===== src/dces_pkg.sv =====
// shared types and constants of the daily color event scheduler
// no dependencies
`default_nettype none

package dces_pkg;

	// opcodes carried in s_tuser
	localparam logic [1:0] OP_CLEAR = 2'd0;
	localparam logic [1:0] OP_ADD   = 2'd1;
	localparam logic [1:0] OP_TICK  = 2'd2;
	localparam logic [1:0] OP_CHECK = 2'd3;

	// result kinds carried in m_tuser
	localparam logic KIND_ADD_REPLY = 1'b0;
	localparam logic KIND_DUE       = 1'b1;

	localparam logic [15:0] FREE_MARK     = 16'hFFFF;
	localparam logic [23:0] WHITE         = 24'hFFFFFF;
	localparam logic [15:0] TPD_RESET     = 16'd43200;
	localparam logic [4:0]  TICKS_PER_MIN = 5'd30;

	localparam int MAX_RESULTS = 8;
	localparam int HIT_W       = $clog2(MAX_RESULTS + 1);

	typedef struct packed {
		logic [15:0] wakeup;
		logic [23:0] color;
	} slot_entry_t;

endpackage

`default_nettype wire


===== src/dces_slot_mem.sv =====
// slot table memory: one write port, one registered read port, valid bits
// depends on dces_pkg
`default_nettype none

module dces_slot_mem #(
	parameter int SLOTS = 8
) (
	input  wire logic                                          clk,
	input  wire logic                                          arst_n,
	input  wire logic                                          clear,
	input  wire logic                                          rd_en,
	input  wire logic [((SLOTS > 1) ? $clog2(SLOTS) : 1)-1:0]  rd_idx,
	output dces_pkg::slot_entry_t                              rd_data,
	input  wire logic                                          wr_en,
	input  wire logic [((SLOTS > 1) ? $clog2(SLOTS) : 1)-1:0]  wr_idx,
	input  wire dces_pkg::slot_entry_t                         wr_data
);
	import dces_pkg::*;

	slot_entry_t mem [SLOTS];
	logic [SLOTS-1:0] valid_q;
	slot_entry_t rdata_q;
	logic rvalid_q;

	// never-written or cleared entries read as free and white
	always_ff @(posedge clk or negedge arst_n) begin
		if (!arst_n) begin
			valid_q <= '0;
		end else if (clear) begin
			valid_q <= '0;
		end else if (wr_en) begin
			valid_q[wr_idx] <= 1'b1;
		end
	end

	always_ff @(posedge clk) begin
		if (wr_en) begin
			mem[wr_idx] <= wr_data;
		end
	end

	always_ff @(posedge clk) begin
		if (rd_en) begin
			rdata_q  <= mem[rd_idx];
			rvalid_q <= valid_q[rd_idx];
		end
	end

	assign rd_data = rvalid_q ? rdata_q : slot_entry_t'{wakeup: FREE_MARK, color: WHITE};

endmodule

`default_nettype wire


===== src/daily_color_event_scheduler.sv =====
// top level of the daily color event scheduler: stream ports, day timer, slot scan
// depends on dces_pkg and dces_slot_mem
`default_nettype none

// Keeps EVENT_SLOTS daily color events in a slot memory next to a day timer that
// counts down from ticks_per_day to 1, one step per tick word. The opcode in
// s_tuser selects clear, add, tick or check. Clear and tick finish in the cycle
// the word is accepted and give no result. Add and check walk the slot memory
// one slot per cycle through its single registered read port while the output
// register can take a word; a stalled m_tready holds the walk. Add returns one
// reply word. Check returns one word per due slot (at most 8), tlast on the
// final one, which is released in a flush step after the walk. While add or
// check runs, s_tready is low; a finished result may wait in the output register
// while the next word is accepted. ticks_per_day is written through
// cfg_we/cfg_wdata; the user must do so only while idle, as the block does not
// enforce it. A write does not disturb the running timer.
module daily_color_event_scheduler #(
	parameter int EVENT_SLOTS = 8
) (
	input  wire logic        clk,
	input  wire logic        arst_n,
	// configuration: ticks_per_day
	input  wire logic        cfg_we,
	input  wire logic [15:0] cfg_wdata,
	// input words
	input  wire logic        s_tvalid,
	output logic             s_tready,
	input  wire logic [39:0] s_tdata,  // minute[5:0], second[11:6], red[19:12],
	                                   // green[27:20], blue[35:28], zero pad
	input  wire logic [1:0]  s_tuser,  // opcode[1:0]
	// result words
	output logic             m_tvalid,
	input  wire logic        m_tready,
	output logic [31:0]      m_tdata,  // accepted[0], slot[3:1], red[11:4],
	                                   // green[19:12], blue[27:20], zero pad
	output logic             m_tuser,  // kind[0]
	output logic             m_tlast
);
	import dces_pkg::*;

	localparam int IW = (EVENT_SLOTS > 1) ? $clog2(EVENT_SLOTS) : 1;
	localparam int CW = $clog2(EVENT_SLOTS + 1);

	localparam logic [1:0] ST_IDLE  = 2'd0;
	localparam logic [1:0] ST_SCAN  = 2'd1;
	localparam logic [1:0] ST_FLUSH = 2'd2;

	// control and configuration state
	logic [1:0]  state_q;
	logic [15:0] tpd_q;
	logic [15:0] day_q;
	logic        is_add_q;
	logic [CW-1:0] rd_idx_q;

	// pending add payload
	logic [15:0] wake_q;
	logic [23:0] color_q;

	// read stage
	logic          v_s1;
	logic [IW-1:0] idx_s1;
	slot_entry_t   ent;

	// one due slot is held back until we know whether another follows
	logic             held_q;
	logic [2:0]       held_slot_q;
	logic [23:0]      held_color_q;
	logic [HIT_W-1:0] hits_q;

	// output register
	logic        m_valid_q;
	logic        out_kind_q;
	logic        out_acc_q;
	logic [2:0]  out_slot_q;
	logic [23:0] out_color_q;
	logic        out_last_q;

	// input field unpack
	logic [5:0]  in_minute;
	logic [5:0]  in_second;
	logic [23:0] in_color;
	logic [10:0] min_ticks;
	logic [15:0] new_wake;
	logic [15:0] day_dec;
	logic        s_acc;

	assign in_minute = s_tdata[5:0];
	assign in_second = s_tdata[11:6];
	assign in_color  = s_tdata[35:12] == 24'h0 ? 24'h0
	                 : {s_tdata[19:12], s_tdata[27:20], s_tdata[35:28]};
	assign min_ticks = {5'd0, in_minute} * {6'd0, TICKS_PER_MIN};
	// wakeup = ticks_per_day - minute*30 - second/2, wraps at 16 bits
	assign new_wake  = tpd_q - {5'd0, min_ticks} - {11'd0, in_second[5:1]};
	assign day_dec   = day_q - 16'd1;

	assign s_tready = (state_q == ST_IDLE);
	assign s_acc    = s_tvalid && s_tready;

	// scan control
	logic out_free, go, is_free, hit, last_slot;
	logic [IW+2:0] idx_ext;
	logic [2:0]    slot3;
	logic push, p_kind, p_acc, p_last;
	logic [2:0]  p_slot;
	logic [23:0] p_color;
	logic wr_en, stop, to_flush, take_hit, rd_en, mem_clear;

	assign out_free  = !m_valid_q || m_tready;
	assign go        = !v_s1 || out_free;
	assign is_free   = (ent.wakeup == FREE_MARK);
	assign hit       = !is_free && (ent.wakeup == day_q);
	assign last_slot = (idx_s1 == IW'(EVENT_SLOTS - 1));
	assign idx_ext   = {3'd0, idx_s1};
	assign slot3     = idx_ext[2:0];
	assign mem_clear = s_acc && (s_tuser == OP_CLEAR);

	always_comb begin
		push     = 1'b0;
		p_kind   = KIND_ADD_REPLY;
		p_acc    = 1'b0;
		p_slot   = 3'd0;
		p_color  = 24'h0;
		p_last   = 1'b0;
		wr_en    = 1'b0;
		stop     = 1'b0;
		to_flush = 1'b0;
		take_hit = 1'b0;
		if (state_q == ST_SCAN && v_s1 && out_free) begin
			if (is_add_q) begin
				// first free slot takes the event
				if (is_free) begin
					wr_en  = 1'b1;
					push   = 1'b1;
					p_acc  = 1'b1;
					p_slot = slot3;
					p_last = 1'b1;
					stop   = 1'b1;
				end else if (last_slot) begin
					// table full
					push   = 1'b1;
					p_last = 1'b1;
					stop   = 1'b1;
				end
			end else begin
				if (hit) begin
					take_hit = 1'b1;
					// a newer hit releases the held one without tlast
					if (held_q) begin
						push    = 1'b1;
						p_kind  = KIND_DUE;
						p_acc   = 1'b1;
						p_slot  = held_slot_q;
						p_color = held_color_q;
					end
					if (hits_q == HIT_W'(MAX_RESULTS - 1) || last_slot) begin
						stop     = 1'b1;
						to_flush = 1'b1;
					end
				end else if (last_slot) begin
					stop     = 1'b1;
					to_flush = held_q;
				end
			end
		end else if (state_q == ST_FLUSH && out_free) begin
			push    = 1'b1;
			p_kind  = KIND_DUE;
			p_acc   = 1'b1;
			p_slot  = held_slot_q;
			p_color = held_color_q;
			p_last  = 1'b1;
		end
	end

	assign rd_en = (state_q == ST_SCAN) && go && !stop && (rd_idx_q < CW'(EVENT_SLOTS));

	dces_slot_mem #(
		.SLOTS (EVENT_SLOTS)
	) u_mem (
		.clk     (clk),
		.arst_n  (arst_n),
		.clear   (mem_clear),
		.rd_en   (rd_en),
		.rd_idx  (rd_idx_q[IW-1:0]),
		.rd_data (ent),
		.wr_en   (wr_en),
		.wr_idx  (idx_s1),
		.wr_data (slot_entry_t'{wakeup: wake_q, color: color_q})
	);

	// configuration register
	always_ff @(posedge clk or negedge arst_n) begin
		if (!arst_n) begin
			tpd_q <= TPD_RESET;
		end else if (cfg_we) begin
			tpd_q <= cfg_wdata;
		end
	end

	// sequencer, day timer and scan bookkeeping
	always_ff @(posedge clk or negedge arst_n) begin
		if (!arst_n) begin
			state_q  <= ST_IDLE;
			day_q    <= TPD_RESET;
			is_add_q <= 1'b0;
			rd_idx_q <= '0;
			v_s1     <= 1'b0;
			held_q   <= 1'b0;
			hits_q   <= '0;
		end else begin
			unique case (state_q)
				ST_IDLE: begin
					if (s_acc) begin
						unique case (s_tuser)
							OP_CLEAR: begin
								day_q <= tpd_q;
							end
							OP_ADD: begin
								is_add_q <= 1'b1;
								rd_idx_q <= '0;
								state_q  <= ST_SCAN;
							end
							OP_TICK: begin
								// reload when the decrement lands on zero
								day_q <= (day_dec == 16'd0) ? tpd_q : day_dec;
							end
							OP_CHECK: begin
								is_add_q <= 1'b0;
								rd_idx_q <= '0;
								held_q   <= 1'b0;
								hits_q   <= '0;
								state_q  <= ST_SCAN;
							end
							default: ;
						endcase
					end
				end
				ST_SCAN: begin
					if (rd_en) begin
						rd_idx_q <= rd_idx_q + CW'(1);
						v_s1     <= 1'b1;
					end else if (go) begin
						v_s1 <= 1'b0;
					end
					if (take_hit) begin
						held_q <= 1'b1;
						hits_q <= hits_q + HIT_W'(1);
					end
					if (stop) begin
						state_q <= to_flush ? ST_FLUSH : ST_IDLE;
					end
				end
				ST_FLUSH: begin
					if (out_free) begin
						held_q  <= 1'b0;
						state_q <= ST_IDLE;
					end
				end
				default: begin
					state_q <= ST_IDLE;
				end
			endcase
		end
	end

	// payload of the pending add, of the read stage and of the held hit
	always_ff @(posedge clk) begin
		if (s_acc && s_tuser == OP_ADD) begin
			wake_q  <= new_wake;
			color_q <= in_color;
		end
		if (rd_en) begin
			idx_s1 <= rd_idx_q[IW-1:0];
		end
		if (take_hit) begin
			held_slot_q  <= slot3;
			held_color_q <= ent.color;
		end
	end

	// output register
	always_ff @(posedge clk or negedge arst_n) begin
		if (!arst_n) begin
			m_valid_q <= 1'b0;
		end else if (push) begin
			m_valid_q <= 1'b1;
		end else if (m_tready) begin
			m_valid_q <= 1'b0;
		end
	end

	always_ff @(posedge clk) begin
		if (push) begin
			out_kind_q  <= p_kind;
			out_acc_q   <= p_acc;
			out_slot_q  <= p_slot;
			out_color_q <= p_color;
			out_last_q  <= p_last;
		end
	end

	assign m_tvalid = m_valid_q;
	assign m_tdata  = {4'd0, out_color_q[7:0], out_color_q[15:8], out_color_q[23:16],
	                   out_slot_q, out_acc_q};
	assign m_tuser  = out_kind_q;
	assign m_tlast  = out_last_q;

endmodule

`default_nettype wire


===== config.mk =====
export PLATFORM = sky130hd
export DESIGN_NAME = daily_color_event_scheduler
export DESIGN_NICKNAME = d
export VERILOG_FILES = /design/src/dces_pkg.sv /design/src/dces_slot_mem.sv /design/src/daily_color_event_scheduler.sv
export SDC_FILE = /design/constraint.sdc
export NUM_CORES = 1
export LEC_CHECK = 0
export ABC_AREA = 1
export BUFFER_PORTS_ARGS = -buffer_cell sky130_fd_sc_hd__buf_2
export CAP_MARGIN = 20
export CORE_MARGIN = 10
export CORE_UTILIZATION = 49
export DETAILED_ROUTE_END_ITERATION = 16
export GPL_TIMING_DRIVEN = 1
export PLACE_DENSITY = 0.66
export REMOVE_ABC_BUFFERS = 1
export SYNTH_ARGS = -nofsm -noshare
export SYNTH_HDL_FRONTEND = slang
export SYNTH_HIERARCHICAL = 1
export SYNTH_SLANG_ARGS = --single-unit

===== constraint.sdc =====
create_clock -name clk -period 10.05 [get_ports clk]
set_input_delay 2.01 -clock clk [delete_from_list [all_inputs] [get_ports clk]]
set_output_delay 2.01 -clock clk [all_outputs]
set_load 0.02 [all_outputs]

Word-level counts from Yosys, hierarchy flattened
Memory sizes are Yosys's and may differ from the RTL's. A register that Yosys moved wholly into a read port is not among the register bits.
Cells that the tools add are included.
- multipliers: 1
- multiplexer cells: 73
- reduce and logical (&&, ||, !) cells: 37
- order comparisons: 4
- bitwise gates (word level): 1
- eq/ne operators: 16
- add/subtract/negate cells: 5
- operators with widths (operator ; number):
    24-bit two-way mux ; 5
    40-bit two-way mux ; 1
    1-bit two-way mux ; 39
    16-bit one-hot mux with 2 select lines ; 1
    24-bit logical NOT ; 1
    4-bit two-way mux ; 6
    3-bit two-way mux ; 6
    16-bit equality test ; 1
    16-bit equality test, second input constant ; 1
    16-bit logical NOT ; 1
    16-bit two-way mux ; 1
    8-bit two-way mux ; 2
    4-bit one-hot mux with 2 select lines ; 2
    16-bit by 1-bit subtractor with 16-bit output, second input constant ; 1
    16-bit by 11-bit subtractor with 16-bit output ; 1
    16-bit by 5-bit subtractor with 16-bit output ; 1
    4-bit AND reduction ; 3
    2-bit nonzero test ; 6
    1-bit logical AND ; 11
    6-bit by 4-bit multiplier with 10-bit output, second input constant ; 1
    2-bit two-way mux ; 5
    2-bit inequality test, second input constant ; 5
    4-bit by 1-bit adder with 4-bit output, second input constant ; 2
    3-bit by 4-bit less-than comparator with 1-bit output, second input constant ; 2
    other kinds (21) ; 32
- bits in writable memories: 320
- output and inout bits: 36
- word-level logic and storage cells: 159
- input bits: 63
- register bits after elaboration: 155
- memories kept: 1
- memories (memory ; depth ; bits a word ; rd ports ; clocked after memory_dff ; write ports ; RTL line ; source):
    u_mem.mem ; 8 ; 40 ; 1 ; 1 ; 1 ; dces_slot_mem.sv:20 ; slot_entry_t mem [SLOTS];

Depth between registers and ports, before layout
- depth after elaboration: 12
- depth in mapped cells: 22

By module
The synthesis kept the hierarchy.
- modules (own cells, without submodules) (module ; cells each ; instances ; area an instance (µm²)):
    dces_slot_mem ; 1579 ; 1 ; 15975.3
    daily_color_event_scheduler ; 834 ; 1 ; 7937.6

Least setup slack after synthesis
OpenSTA, ideal clock, no wires.
- path type: input to register
- start: input port s_tdata[3]
- end: register wake_q[15], data pin
- data required time: 9798 ps
- library setup time: 252 ps
- data arrival time: 5802 ps
- slack: 3996 ps
- stages: 22
- cell sequence: inv_1 > fa_1 > fa_1 > inv_1 > ha_1 > a21oi_1 > nand2_1 > a21oi_1 > o21ai_0 > nand2_1 > nand2_1 > a21oi_1 > xnor2_1 > ha_1 > inv_1 > ha_1 > a21oi_1 > o21ai_0 > a2111oi_0 > nand2_1 > nand2_1 > nand2_1
- word-level cells in the longest chain between the ends: 3
- ends and longest elaborated chain (item ; RTL line ; source):
    start: declaration ; daily_color_event_scheduler.sv:28 ; input wire logic [39:0] s_tdata,
    6-bit by 4-bit multiplier with 10-bit output ; daily_color_event_scheduler.sv:91 ; assign min_ticks = {5'd0, in_minute} * {6'd0, TICKS_PER_MIN};
    16-bit by 11-bit subtractor with 16-bit output ; daily_color_event_scheduler.sv:93 ; assign new_wake = tpd_q - {5'd0, min_ticks} - {11'd0, in_second[5:1]};
    16-bit by 5-bit subtractor with 16-bit output ; daily_color_event_scheduler.sv:93 ;
    via new_wake[15] ; daily_color_event_scheduler.sv:83 ; logic [15:0] new_wake;
    end signal: assignment ; daily_color_event_scheduler.sv:268 ; wake_q <= new_wake;
    end: declaration ; daily_color_event_scheduler.sv:56 ; logic [15:0] wake_q;
The timed path passes the listed nets, and every way through them passes these cells.
A chain may end at the register's enable or synchronous reset.

Worst setup path after layout
Same ends and word-level chain as after synthesis.

==> metrics.txt <==
outcome=finished, final reports clean; worst slew pin tran=1140 ps; global-route wire length before repair=79500 um; simple-gate share of the synthesized area=19.3%; setup TNS=0 ps; most used cell, CP=nand2_1; Final Setup Violations=0; Final min period=6090 ps; top_reg_cell synth=edfxtp_1; # hold bufs at CTS=0; CP max stage cell=a2111oi_0; wire per inst=16.2 um; GPL Wtd Cong=0.874; Worst Path Arrival=6440 ps; # fillers=4041; Die ar.=0.0580 mm2; Final Hold Fails=0; post-synth top area share=57.9%; Final HPWL DP=28600 um; I/O pins=99; Die Height=241 um; post-route ant nets=0; most common cell in the netlist=nand2_1; clk sink count=515; largest net degree at the start of global routing=105; Remaining Overflow, GRT=0; critical path launch point type=input pin; fraction of the mapped netlist area in compound gates=1.64%; PortBufs=89; CTS tree=yes; Synth Area per Inst=9.91 um2; Multi-input gate area=0.00611 mm2; Netlist Area Pre-Place=0.0239 mm2; CP Capture Type=flip-flop; largest family of logic cells by synthesized area=simple AND/OR/NAND/NOR gates; vias in the first global route=14848; initial antenna violation count=0; Antenna diodes=0; relative slew slack=23.7%; Post-synth EDFFs=461; Die W=241 um; unrepaired setup endpoints after global routing=no; total CTS buffers=52; cells resized by post-CTS repair=0; post-synthesis adder-cell area fraction=2.97%; root cell of the clock tree=clkbuf_16; Tcrit/Tclk final=60.6%; FF/Latch Area=0.0152 mm2; asr flop ratio synth=10.5%; worst stage delay on the critical path=540 ps; Critical Path RT=10400 ps; Max Cap Violations=0; crit path cell chain=buf_2 > inv_1 > fa_1 > fa_1 > inv_1 > ha_1 > nand3_1 > nand2_1 > a21oi_1 > o21ai_0 > nand2_1 > nand2_1 > a21oi_1 > xnor2_1 > ha_1 > inv_1 > ha_1 > a21oi_1 > o21ai_0 > a2111oi_0 > nand2_1 > nand2_1 > nand2_1; fraction of layout cells with a size suffix above 1=9.70%; utilization after layout=54.9%; drt pass-1 iters=5; mux cell area share after synthesis=0.0471%; clk_skew=40.0 ps; PD cells=245 mW/mm2; synthesized instance count=2413; DRT iter0 DRCs=1057; synth unique cells=42; vias per cell=4.85; top cells by instance count after synthesis=nand2_1 (744), inv_1 (522), edfxtp_1 (461), nand3_1 (217), nor2_1 (81); Clock Latency Late Sink=620 ps; Yosys Warn Count=6; Final Max Tran Viols=0; register bit total from synthesis=515; Rows=80; Post-Synth XOR/XNOR Area=1.47%; clk slew on worst S/H paths=60 ps; VDD IR max=0.000145 V; Crit Path Max Fanout=5; kind of critical path=input pin to flip-flop; Synth area leader=edfxtp_1; Core Region=0.0479 mm2; synth top area cells=edfxtp_1 (58%), nand2_1 (12%), inv_1 (8.2%); CTS Buffer Depth=3; Fmax=164 MHz; Total GRT Usage=17.5%; synth-to-layout area growth=10.0%; Static Leak=0.0120 uW; worst hold path class=flip-flop to flip-flop; final WL=50600 um; postcts setup bufs=0; sequential area share after synthesis=63.6%; DR vias=15198; NumNets Final=2586; H-tree levels=2; # DRC=0; Starting Density=49.9%
[state kept, by name (all words and copies together) (netlist names), 2 cells and up]
name	flops
out_color_q	24
u_mem/rdata_q	40
held_color_q	24
tpd_q	16
u_mem/valid_q	8
held_slot_q	3
day_q	16
rd_idx_q	4
hits_q	4
out_slot_q	3
color_q	24
wake_q	16
idx_s1	3
state_q	2
u_mem/mem	320
[path summary, 6_finish.rpt]
| path | endpoint | start | depth (start not counted) | slack, ps |
|---|---|---|---|---|
| max in group asynchronous | rd_idx_q[0]$_DFFE_PN0P_ | arst_n | 2 | 7960 |
| hold reg to reg | held_color_q[23]$_DFFE_PP_ | u_mem/rdata_q[23]$_DFFE_PP_ | 2 | 470 |
| setup / recovery | wake_q[15]$_DFFE_PP_ | s_tdata[3] | 23 | 3960 |
| min in group asynchronous | u_mem/valid_q[4]$_DFFE_PN0P_ | arst_n | 2 | 1560 |
| hold / removal | held_color_q[23]$_DFFE_PP_ | u_mem/rdata_q[23]$_DFFE_PP_ | 2 | 470 |
| setup reg to reg | out_color_q[13]$_DFFE_PP_ | u_mem/rvalid_q$_DFFE_PP_ | 13 | 6910 |
[worst max-delay path: cells and delay by family]
family / cells / cell delay (ps)
compound gates: 6 / 1270
xor+xnor: 1 / 250
fa+ha+maj: 5 / 1900
buf+inv: 4 / 400
simple gates: 7 / 600
[kinds of logic (layout without fill, tap and decap cells)]
family | count (synthesis) | after routing
mux | 1 | 1
xor+xnor | 40 | 40
simple gates | 1100 | 1100
fa+ha+maj | 49 | 49
other cells | 1 | 4
compound gates | 71 | 71
buf+inv | 636 | 736
flops | 515 | 515
[area by class of cell]
| type | instances | share of cell area [%] |
|---|---|---|
| Inverter | 528 | 7.55 |
| Clock inverter | 23 | 0.699 |
| Multi-Input combinational cell | 1265 | 23.2 |
| Tap cell | 615 | 2.92 |
| Sequential cell | 515 | 57.8 |
| Clock buffer | 73 | 5.36 |
| Timing Repair Buffer | 112 | 2.43 |
[routing by layer]
| metal | vias to the layer above | track usage (%) | share of wire (%) |
|---|---|---|---|
| met3 | 87 | 2.99 | 5.1 |
| met1 | 7178 | 22.0 | 43 |
| li1 | 7627 | - | - |
| met2 | 306 | 30.5 | 49 |
| met5 | - | 0 | 0 |
| met4 | 0 | 5.43 | 2.5 |
[power breakdown]
group	total, uW	internal, uW	switching, uW
logic	1850	599	1260
registers	2790	2630	167
clock network	1810	1010	797
[per-stage QoR]
step	hold WS, ps	power (uW)	setup slack [ps]	cell area (um2)	std cells
2_1_floorplan	466	4170	4000	23300	2308
6_report	469	6450	3960	26300	3131
3_3_place_gp	478	4650	3400	24700	3034
4_1_cts	478	6500	4000	26300	3130
5_1_grt	488	6870	3620	26300	3131
3_5_place_dp	484	4680	3390	24700	3034
[cell usage in the layout (no fill, tap or decap), drive strengths merged]
master / synthesis / layout
nand2: 761 / 761
inv: 528 / 520
edfxtp: 461 / 461
nand3: 228 / 228
buf: 59 / 112
nor2: 95 / 95
clkbuf: 49 / 73
dfrtp: 44 / 44
o21ai: 37 / 37
ha: 36 / 36
clkinv: 0 / 28
a21oi: 24 / 24
xnor2: 22 / 22
xor2: 18 / 18
fa: 13 / 13
dfstp: 10 / 10
nand4: 6 / 6
nor3: 6 / 6
conb: 1 / 4
o211ai: 3 / 3
a31oi: 2 / 2
or2: 2 / 2
clkinvlp: 0 / 2
o221ai: 1 / 1
o21a: 1 / 1
a2111oi: 1 / 1
a211oi: 1 / 1
nand3b: 1 / 1
and2: 1 / 1
a31o: 1 / 1
mux2: 1 / 1
bufinv: 0 / 1
Power figures use the tool's default switching activity.
